## src/sv/byte_plane_rle_encoder_core_macros.svh

```systemverilog
// ---------------------------------------------------------------------------
// Assertion macros for the byte plane RLE encoder
// Both macros sample on clk and are disabled while rst_n is low.
// ---------------------------------------------------------------------------
`ifndef BYTE_PLANE_RLE_ENCODER_CORE_MACROS_SVH
`define BYTE_PLANE_RLE_ENCODER_CORE_MACROS_SVH

// Same-cycle implication.
`define BPRE_ASSERT_IMPL(label, ante, cons, msg) \
  label: assert property (@(posedge clk) disable iff (!rst_n) (ante) |-> (cons)) \
    else $error(msg);

// Next-cycle implication.
`define BPRE_ASSERT_NEXT(label, ante, cons, msg) \
  label: assert property (@(posedge clk) disable iff (!rst_n) (ante) |=> (cons)) \
    else $error(msg);

`endif

```

## src/sv/bpre_pkg.sv

```systemverilog
// ---------------------------------------------------------------------------
// bpre_pkg
// Shared constants and types for the byte plane RLE encoder.
// ---------------------------------------------------------------------------
package bpre_pkg;

  localparam int MAX_PACKET_ITEMS_DEF = 128;
  localparam int BYTES_PER_WORD_DEF   = 8;

  localparam int BYTE_W   = 8;
  localparam int CNT_W    = 8;   // packet item count, up to 128
  localparam int WORD_W   = 64;
  localparam int OCNT_W   = 4;
  localparam int LANES    = 8;
  localparam int LANE_W   = 3;
  localparam int OUT_TD_W = 72;  // 64 word + 4 count, padded to bytes

  localparam logic RUN_PKT = 1'b1;

  // one packet waiting to be sent
  typedef struct packed {
    logic              run;
    logic [CNT_W-1:0]  cnt;
    logic [BYTE_W-1:0] data;  // repeated byte of a run packet
  } pkt_t;

  // one byte beat into the word packer
  typedef struct packed {
    logic [BYTE_W-1:0] data;
    logic              pkt_last;
    logic              item_last;
  } pk_byte_t;

endpackage

```

## src/sv/bpre_store.sv

```systemverilog
// ---------------------------------------------------------------------------
// bpre_store
// Literal byte buffer: one write port, one read port, registered read data.
// ---------------------------------------------------------------------------
module bpre_store #(
  parameter int DEPTH = bpre_pkg::MAX_PACKET_ITEMS_DEF,
  parameter int AW    = $clog2(DEPTH)
) (
  input  logic                      clk,
  input  logic                      wr_en,
  input  logic [AW-1:0]             wr_addr,
  input  logic [bpre_pkg::BYTE_W-1:0] wr_data,
  input  logic                      rd_en,
  input  logic [AW-1:0]             rd_addr,
  output logic [bpre_pkg::BYTE_W-1:0] rd_data
);
  import bpre_pkg::*;

  logic [BYTE_W-1:0] store_mem [DEPTH];
  logic [BYTE_W-1:0] rd_data_r;

  always_ff @(posedge clk) begin
    if (wr_en) begin
      store_mem[wr_addr] <= wr_data;
    end
  end

  // data holds while no read is issued
  always_ff @(posedge clk) begin
    if (rd_en) begin
      rd_data_r <= store_mem[rd_addr];
    end
  end

  assign rd_data = rd_data_r;

endmodule

```

## src/sv/bpre_pack.sv

```systemverilog
// ---------------------------------------------------------------------------
// bpre_pack
// Packs packet bytes into output words, first byte lowest; a packet end
// closes the word. Output register decouples the byte side from the bus.
// ---------------------------------------------------------------------------
module bpre_pack #(
  parameter int BYTES_PER_WORD = bpre_pkg::BYTES_PER_WORD_DEF
) (
  input  logic                          clk,
  input  logic                          rst_n,
  input  logic                          byte_valid,
  output logic                          byte_ready,
  input  bpre_pkg::pk_byte_t            byte_in,
  output logic                          out_tvalid,
  input  logic                          out_tready,
  output logic [bpre_pkg::OUT_TD_W-1:0] out_tdata,
  output logic                          out_tlast,
  output logic                          out_tuser
);
  import bpre_pkg::*;

  localparam logic [LANE_W-1:0] LAST_LANE = LANE_W'(BYTES_PER_WORD - 1);

  logic [WORD_W-1:0] acc_r,      acc_nxt;
  logic [LANE_W-1:0] lane_r,     lane_nxt;
  logic              ovalid_r,   ovalid_nxt;
  logic [WORD_W-1:0] oword_r,    oword_nxt;
  logic [OCNT_W-1:0] ocnt_r,     ocnt_nxt;
  logic              olast_r,    olast_nxt;
  logic              ouser_r,    ouser_nxt;
  logic [WORD_W-1:0] merged;
  logic              fire;
  logic              word_done;

  assign byte_ready = !ovalid_r || out_tready;
  assign fire       = byte_valid && byte_ready;
  assign word_done  = byte_in.pkt_last || (lane_r == LAST_LANE);

  always_comb begin
    merged = acc_r;
    for (int i = 0; i < LANES; i++) begin
      if (lane_r == LANE_W'(i)) begin
        merged[i*BYTE_W +: BYTE_W] = byte_in.data;
      end
    end
  end

  always_comb begin
    acc_nxt    = acc_r;
    lane_nxt   = lane_r;
    ovalid_nxt = ovalid_r && !out_tready;
    oword_nxt  = oword_r;
    ocnt_nxt   = ocnt_r;
    olast_nxt  = olast_r;
    ouser_nxt  = ouser_r;
    if (fire) begin
      if (word_done) begin
        oword_nxt  = merged;
        ocnt_nxt   = {1'b0, lane_r} + OCNT_W'(1);
        olast_nxt  = byte_in.pkt_last;
        ouser_nxt  = byte_in.item_last;
        ovalid_nxt = 1'b1;
        acc_nxt    = '0;
        lane_nxt   = '0;
      end else begin
        acc_nxt  = merged;
        lane_nxt = lane_r + LANE_W'(1);
      end
    end
  end

  always_ff @(posedge clk) begin
    if (!rst_n) begin
      acc_r    <= '0;
      lane_r   <= '0;
      ovalid_r <= 1'b0;
    end else begin
      acc_r    <= acc_nxt;
      lane_r   <= lane_nxt;
      ovalid_r <= ovalid_nxt;
    end
  end

  always_ff @(posedge clk) begin
    oword_r <= oword_nxt;
    ocnt_r  <= ocnt_nxt;
    olast_r <= olast_nxt;
    ouser_r <= ouser_nxt;
  end

  assign out_tvalid = ovalid_r;
  assign out_tdata  = {(OUT_TD_W - WORD_W - OCNT_W)'(0), ocnt_r, oword_r};
  assign out_tlast  = olast_r;
  assign out_tuser  = ouser_r;

endmodule

```

## src/sv/byte_plane_rle_encoder_core.sv

```systemverilog
// ---------------------------------------------------------------------------
// byte_plane_rle_encoder_core
// Byte plane run-length encoder with TGA-style packets, packed into words.
// ---------------------------------------------------------------------------
// Takes one source byte per input beat (tlast marks the last byte of a plane)
// and emits packets of a control byte ({run, count-1}) and data, packed into
// 64-bit words of up to BYTES_PER_WORD bytes; tlast on a word marks packet
// end, tuser marks the last word caused by the input byte. An input beat
// that closes no packet is taken while idle; one that closes packets stalls
// input until each packet byte (control byte, then one byte for a run or
// count bytes for a literal) has left, as open literal bytes live in a
// single read-port buffer read back one byte per cycle while the packer
// takes bytes. No clearing pass after reset; the block accepts input right away.
module byte_plane_rle_encoder_core #(
  parameter int MAX_PACKET_ITEMS = bpre_pkg::MAX_PACKET_ITEMS_DEF,
  parameter int BYTES_PER_WORD   = bpre_pkg::BYTES_PER_WORD_DEF
) (
  input  logic                          clk,
  input  logic                          rst_n,
  input  logic                          in_tvalid,
  output logic                          in_tready,
  input  logic [7:0]                    in_tdata,   // [7:0] data_byte
  input  logic                          in_tlast,   // plane_end
  output logic                          out_tvalid,
  input  logic                          out_tready,
  output logic [bpre_pkg::OUT_TD_W-1:0] out_tdata,  // [63:0] out_word, [67:64] out_count
  output logic                          out_tlast,  // packet_end
  output logic                          out_tuser   // last_of_input
);
  import bpre_pkg::*;
  `include "byte_plane_rle_encoder_core_macros.svh"

  localparam int AW = $clog2(MAX_PACKET_ITEMS);
  localparam logic [CNT_W-1:0] MAX_CNT = CNT_W'(MAX_PACKET_ITEMS);

  localparam logic ST_IDLE = 1'b0;
  localparam logic ST_EMIT = 1'b1;

  logic              state_r,     state_nxt;
  logic [CNT_W-1:0]  pending_r,   pending_nxt;
  logic              run_mode_r,  run_mode_nxt;
  logic              pair_r,      pair_nxt;
  logic [BYTE_W-1:0] prev_byte_r, prev_byte_nxt;
  logic              prev_vld_r,  prev_vld_nxt;
  pkt_t              cur_r,       cur_nxt;
  pkt_t              next_r,      next_nxt;
  logic              has_next_r,  has_next_nxt;
  logic [CNT_W-1:0]  idx_r,       idx_nxt;

  logic              in_fire;
  logic              match;
  logic              wr_en;
  logic [AW-1:0]     wr_addr;
  logic [BYTE_W-1:0] rd_data;
  logic              rd_en;
  pkt_t              pkt_a, pkt_b;
  logic              a_vld, b_vld;
  logic [CNT_W-1:0]  lit_cnt;
  logic [CNT_W-1:0]  last_idx;
  logic              byte_valid, byte_ready, byte_fire;
  pk_byte_t          byte_out;

  assign in_tready = (state_r == ST_IDLE);
  assign in_fire   = in_tvalid && in_tready;
  assign match     = prev_vld_r && (in_tdata == prev_byte_r);
  assign lit_cnt   = pending_r + CNT_W'(1) - CNT_W'(3);

  // accept: update packet state, note up to two packets to send
  always_comb begin
    pending_nxt   = pending_r;
    run_mode_nxt  = run_mode_r;
    pair_nxt      = pair_r;
    prev_byte_nxt = prev_byte_r;
    prev_vld_nxt  = prev_vld_r;
    wr_en         = 1'b0;
    wr_addr       = pending_r[AW-1:0];
    a_vld         = 1'b0;
    pkt_a         = '{run: RUN_PKT, cnt: pending_r, data: prev_byte_r};
    b_vld         = 1'b0;
    pkt_b         = '{run: 1'b0, cnt: '0, data: in_tdata};
    if (in_fire) begin
      if (run_mode_r) begin
        if (match) begin
          pending_nxt = pending_r + CNT_W'(1);
        end else begin
          // run broken: send it, the new byte opens a literal
          a_vld        = 1'b1;
          wr_en        = 1'b1;
          wr_addr      = '0;
          pending_nxt  = CNT_W'(1);
          run_mode_nxt = 1'b0;
          pair_nxt     = 1'b0;
        end
      end else begin
        wr_en       = 1'b1;
        pending_nxt = pending_r + CNT_W'(1);
        if (match) begin
          if (pair_r) begin
            // third equal byte: close the literal before the pair
            a_vld        = (lit_cnt != '0);
            pkt_a        = '{run: 1'b0, cnt: lit_cnt, data: in_tdata};
            run_mode_nxt = 1'b1;
            pending_nxt  = CNT_W'(3);
            pair_nxt     = 1'b0;
          end else begin
            pair_nxt = 1'b1;
          end
        end else begin
          pair_nxt = 1'b0;
        end
      end
      prev_byte_nxt = in_tdata;
      prev_vld_nxt  = 1'b1;
      if (in_tlast || (pending_nxt >= MAX_CNT)) begin
        b_vld        = 1'b1;
        pkt_b        = '{run: run_mode_nxt, cnt: pending_nxt, data: in_tdata};
        pending_nxt  = '0;
        run_mode_nxt = 1'b0;
        pair_nxt     = 1'b0;
        prev_vld_nxt = 1'b0;
        if (in_tlast) begin
          prev_byte_nxt = '0;
        end
      end
    end
  end

  // byte sequencer over the current packet
  assign last_idx   = cur_r.run ? CNT_W'(1) : cur_r.cnt;
  assign byte_valid = (state_r == ST_EMIT);
  assign byte_fire  = byte_valid && byte_ready;
  // fetch the buffer byte for the next beat as this one leaves
  assign rd_en      = byte_fire;

  always_comb begin
    byte_out.pkt_last  = (idx_r == last_idx);
    byte_out.item_last = (idx_r == last_idx) && !has_next_r;
    if (idx_r == '0) begin
      byte_out.data = {cur_r.run, 7'(cur_r.cnt - CNT_W'(1))};
    end else if (cur_r.run) begin
      byte_out.data = cur_r.data;
    end else begin
      byte_out.data = rd_data;
    end
  end

  always_comb begin
    state_nxt    = state_r;
    cur_nxt      = cur_r;
    next_nxt     = next_r;
    has_next_nxt = has_next_r;
    idx_nxt      = idx_r;
    unique case (state_r)
      ST_IDLE: begin
        idx_nxt = '0;
        if (a_vld) begin
          cur_nxt      = pkt_a;
          next_nxt     = pkt_b;
          has_next_nxt = b_vld;
          state_nxt    = ST_EMIT;
        end else if (b_vld) begin
          cur_nxt      = pkt_b;
          has_next_nxt = 1'b0;
          state_nxt    = ST_EMIT;
        end
      end
      ST_EMIT: begin
        if (byte_fire) begin
          if (byte_out.pkt_last) begin
            idx_nxt = '0;
            if (has_next_r) begin
              cur_nxt      = next_r;
              has_next_nxt = 1'b0;
            end else begin
              state_nxt = ST_IDLE;
            end
          end else begin
            idx_nxt = idx_r + CNT_W'(1);
          end
        end
      end
      default: state_nxt = ST_IDLE;
    endcase
  end

  always_ff @(posedge clk) begin
    if (!rst_n) begin
      state_r     <= ST_IDLE;
      pending_r   <= '0;
      run_mode_r  <= 1'b0;
      pair_r      <= 1'b0;
      prev_byte_r <= '0;
      prev_vld_r  <= 1'b0;
      has_next_r  <= 1'b0;
      idx_r       <= '0;
    end else begin
      state_r     <= state_nxt;
      pending_r   <= pending_nxt;
      run_mode_r  <= run_mode_nxt;
      pair_r      <= pair_nxt;
      prev_byte_r <= prev_byte_nxt;
      prev_vld_r  <= prev_vld_nxt;
      has_next_r  <= has_next_nxt;
      idx_r       <= idx_nxt;
    end
  end

  always_ff @(posedge clk) begin
    cur_r  <= cur_nxt;
    next_r <= next_nxt;
  end

  bpre_store #(
    .DEPTH (MAX_PACKET_ITEMS),
    .AW    (AW)
  ) u_store (
    .clk     (clk),
    .wr_en   (wr_en),
    .wr_addr (wr_addr),
    .wr_data (in_tdata),
    .rd_en   (rd_en),
    .rd_addr (idx_r[AW-1:0]),
    .rd_data (rd_data)
  );

  bpre_pack #(
    .BYTES_PER_WORD (BYTES_PER_WORD)
  ) u_pack (
    .clk        (clk),
    .rst_n      (rst_n),
    .byte_valid (byte_valid),
    .byte_ready (byte_ready),
    .byte_in    (byte_out),
    .out_tvalid (out_tvalid),
    .out_tready (out_tready),
    .out_tdata  (out_tdata),
    .out_tlast  (out_tlast),
    .out_tuser  (out_tuser)
  );

  `BPRE_ASSERT_IMPL(a_pend_below_max, 1'b1, pending_r < MAX_CNT, "open packet reached max size")
  `BPRE_ASSERT_IMPL(a_run_has_three, run_mode_r, (pending_r >= CNT_W'(3)) && prev_vld_r, "run packet too short")
  `BPRE_ASSERT_IMPL(a_pair_in_literal, pair_r, !run_mode_r, "pair flag set in run mode")
  `BPRE_ASSERT_IMPL(a_idx_in_packet, state_r == ST_EMIT, idx_r <= last_idx, "byte index past packet end")
  `BPRE_ASSERT_NEXT(a_emit_after_close, in_fire && (in_tlast || a_vld), state_r == ST_EMIT, "closed packet not sent")

endmodule

```

## config.mk

```make
export PLATFORM = sky130hd
export DESIGN_NAME = byte_plane_rle_encoder_core
export DESIGN_NICKNAME = d
export VERILOG_FILES = /design/src/sv/bpre_pkg.sv /design/src/sv/bpre_store.sv /design/src/sv/bpre_pack.sv /design/src/sv/byte_plane_rle_encoder_core.sv
export VERILOG_INCLUDE_DIRS = /design/src /design/src/sv
export SDC_FILE = /design/constraint.sdc
export NUM_CORES = 2
export LEC_CHECK = 0
export BUFFER_PORTS_ARGS = -buffer_cell sky130_fd_sc_hd__buf_2
export CORE_AREA = 2 2 385 291
export CTS_CLUSTER_DIAMETER = 200
export DETAILED_ROUTE_END_ITERATION = 6
export DIE_AREA = 0 0 387 293
export GPL_TIMING_DRIVEN = 0
export PLACE_DENSITY = 0.69
export SYNTH_ARGS = -nofsm -noshare
export SYNTH_HDL_FRONTEND = slang
export SYNTH_SLANG_ARGS = --single-unit
```

## constraint.sdc

```tcl
create_clock -name clk -period 5.3 [get_ports clk]
set_clock_uncertainty 0.2 [all_clocks]
set_input_delay 0.53 -clock clk [delete_from_list [all_inputs] [get_ports clk]]
set_output_delay 0.53 -clock clk [all_outputs]
set_load 0.1 [all_outputs]
```

==> results.md <==
- Clk_lat worst skew: 710 ps
- Standard-cell rows: 105
- Max Clock Freq: 194 MHz
- Post-Syn Area: 0.0490 sq mm
- Min-delay worst type: input port to flip-flop
- IO Pins: 89
- Critical path class: input port to flip-flop
- Synth Register Bits: 1233
- Initial antenna violation count: 4
- Post-CTS Setup Bufs: 0
- Slew headroom: 0.0660
- Wire per inst: 28.3 um
- Largest net degree at the start of global routing: 106
- Net switching power figure: 4.08 mW
- Max Slew Vio Count: 0
- Remaining antenna violation count: 0
- TritonRoute pass-1 iters: 7
- FFs w/ async S/R, synth: 0
- GP Congestion: 0.889
- Register area: 0.0361 sq mm
- Max FO, Critical Path: 84
- Seq/Total Area, Yosys: 0.735
- Total power per unit cell area: 353 mW/mm^2
- Lkg Pwr: 17.0 nW
- Vias in the first global route: 25634
- Die height: 293 um
- Share of post-route cells with drive strength above 1: 0.233
- CTS Sinks: 1233
- DR vias: 26022
- Sequential group share of total power: 0.548
- Yosys warns: 0
- Area of the multi-input gates: 0.0123 sq mm
- Distinct cells, synth: 63
- Post-cts sizing count: 0
- CTS tree: built
- Fillcell total: 8596
- RSZ-0062 raised after global routing: false
- Final TNS setup: 0 ps
- Top_reg_cell synth: edfxtp_1
- Combinational fraction of design power: 0.042
- Number of CTS-inserted buffers: 110
- Crit path DAT: 5290 ps
- Initial Util: 0.449
- Via density: 6.07
- Post-layout nets: 2782
- Fin crit period: 5160 ps
- Ranking of synthesized cells by area: edfxtp_1 70%, mux4_2 15%, dfxtp_1 4.0%
- First-pass GRT wire length: 177000 um
- # DRC: 0
- Final period utilization: 0.973
- Max cap viols: 0
- Core ar.: 0.109 sq mm
- Number of DRC markers in iteration 0: 3753
- Internal: 15.4 mW
- Final setup fails: 0
- Clock buffer depth: 3
- CTS clk-pin slew, worst paths: 70 ps
- EDFF count, synth: 1136
- Count leader, synth: edfxtp_1
- Peak supply drop: 0.000316 V
- Hold Buf Count CTS: 0
- Clk pwr share: 0.410
- Worst-margin pin slew: 1400 ps
- Fin. Hold Viols: 0
- Hold_ws: 46.5 ps
- CP Capture Type: flip-flop
- Die area: 0.113 sq mm
- Routed WL: 122000 um
- DP Wirelength: 80300 um
- Post-Synthesis Cells: 2547
- Largest area contributor in the netlist: edfxtp_1
- Setup slack, reg-to-reg: 320 ps
- Die X-Extent: 387 um
- Top cells by count, synth: 1136 x edfxtp_1, 320 x mux4_2, 160 x nor2_1, 129 x nand2_1, 97 x dfxtp_1
- Status: finished, final reports clean
- Top cell type's share of synthesized area: 0.696
- Buffers on Ports: 84
- Root buffer cell: clkbuf_16
- Startpoint class of the critical path: input port
- Power consumption: 19.5 mW
- H-tree levels: 3
- Overall global routing resource usage: 0.214
- Synthesis-to-finish area growth: 12.4%
- CP required: 5430 ps
- Avg Inst Size Synth: 19.2 sq um
- Total congestion overflow: 0
- Sw frac: 0.210
## path summary, 6_finish.rpt
kind,endpoint,cells past startpoint,start
worst max-delay path,u_store.store_mem[60][3],11,in_tdata[7]
worst min-delay path,idx_r[1],4,out_tready
worst max register to register,u_pack.oword_r[20],12,idx_r[1]
worst min register to register,u_pack.acc_r[56],1,u_pack.acc_r[56]
## power by group through the flow
stage / registers (mW) / logic, mW / clock network, mW
3_5_place_dp: 10.9 / 0.802 / 0
4_1_cts: 10.7 / 0.805 / 8.06
3_3_place_gp: 10.9 / 0.756 / 0
6_report: 10.7 / 0.814 / 7.98
2_1_floorplan: 10.9 / 0.433 / 0
5_1_grt: 10.7 / 0.861 / 8.44
## cells in the final DEF, fill, tap and decap left out, types with 30 or more instances in the layout
| cell | netlist | layout |
|---|---|---|
| edfxtp_1 | 1136 | 1136 |
| clkbuf_1 | 84 | 102 |
| nand2_1 | 129 | 129 |
| a2bb2oi_1 | 48 | 48 |
| buf_1 | 30 | 30 |
| o21ai_0 | 70 | 70 |
| buf_2 | 34 | 110 |
| dfxtp_1 | 97 | 97 |
| mux2_2 | 37 | 37 |
| mux2i_1 | 36 | 36 |
| mux4_2 | 320 | 320 |
| nor2b_1 | 72 | 72 |
| nor2_1 | 160 | 159 |
| clkbuf_16 | 0 | 111 |
## worst max-delay path, cell delays in order
cell      delay (ps)
buf_4            480
buf_16           320
xnor2_1          180
nand3_1          200
nor3_1           510
nor2b_1          200
and2_1           190
clkbuf_1         220
nor3b_2          790
nand3_1          620
nor2_1           830
## layer usage
| metal | vias to the layer above | wire length [um] | track usage |
|---|---|---|---|
| met5 | - | 0 | 0 |
| met4 | 0 | 2390 | 0.0482 |
| met3 | 178 | 14000 | 0.0556 |
| met2 | 1519 | 54000 | 0.315 |
| met1 | 13632 | 51100 | 0.323 |
| li1 | 10693 | - | - |
## final cells by class
type | count | share of cell area
clock buffer | 131 | 0.0521
antenna | 1 | 0.0000454
buffer | 155 | 0.0119
multi-input combinational | 1140 | 0.223
timing repair buffer | 94 | 0.0126
clock inverter | 68 | 0.0124
sequential | 1233 | 0.654
tap | 1444 | 0.0328
inverter | 22 | 0.00150
## metrics by stage
stage / instances / setup slack, ps / area (sq um) / util
after global routing: 4287 / 7.61 / 55100 / 0.505
after CTS: 4286 / 320 / 55100 / 0.505
after global placement: 4078 / -1920 / 51300 / 0.470
after detailed placement: 4087 / -412 / 51500 / 0.472
final: 4288 / 141 / 55100 / 0.505
after floorplan: 2550 / 926 / 49000 / -
## cell families (layout without fill, tap and decap cells)
logic type / count (synthesis) / after routing / share of synthesized area
AOI/OAI and AO/OA: 224 / 224 / 0.0313
xor gates and xnor gates: 39 / 39 / 0.00712
adders and majority gates: 13 / 13 / 0.00332
buffers and inverters: 177 / 470 / 0.0151
DFF: 1233 / 1233 / 0.735
muxes: 393 / 393 / 0.163
other: 1 / 5 / 0.0000765
and+or+nand+nor: 467 / 467 / 0.0449
## registers in the layout, indices dropped and copies added (netlist names), 3 cells and up
| signal | cells |
|---|---|
| prev_byte_r | 8 |
| next_r | 17 |
| u_store.rd_data | 8 |
| idx_r | 8 |
| cur_r | 17 |
| u_pack.acc_r | 64 |
| u_store.store_mem | 1024 |
| u_pack.ocnt_r | 4 |
| u_pack.lane_r | 3 |
| u_pack.oword_r | 64 |
| pending_r | 8 |
No activity file was read; power rests on OpenSTA's default activity.
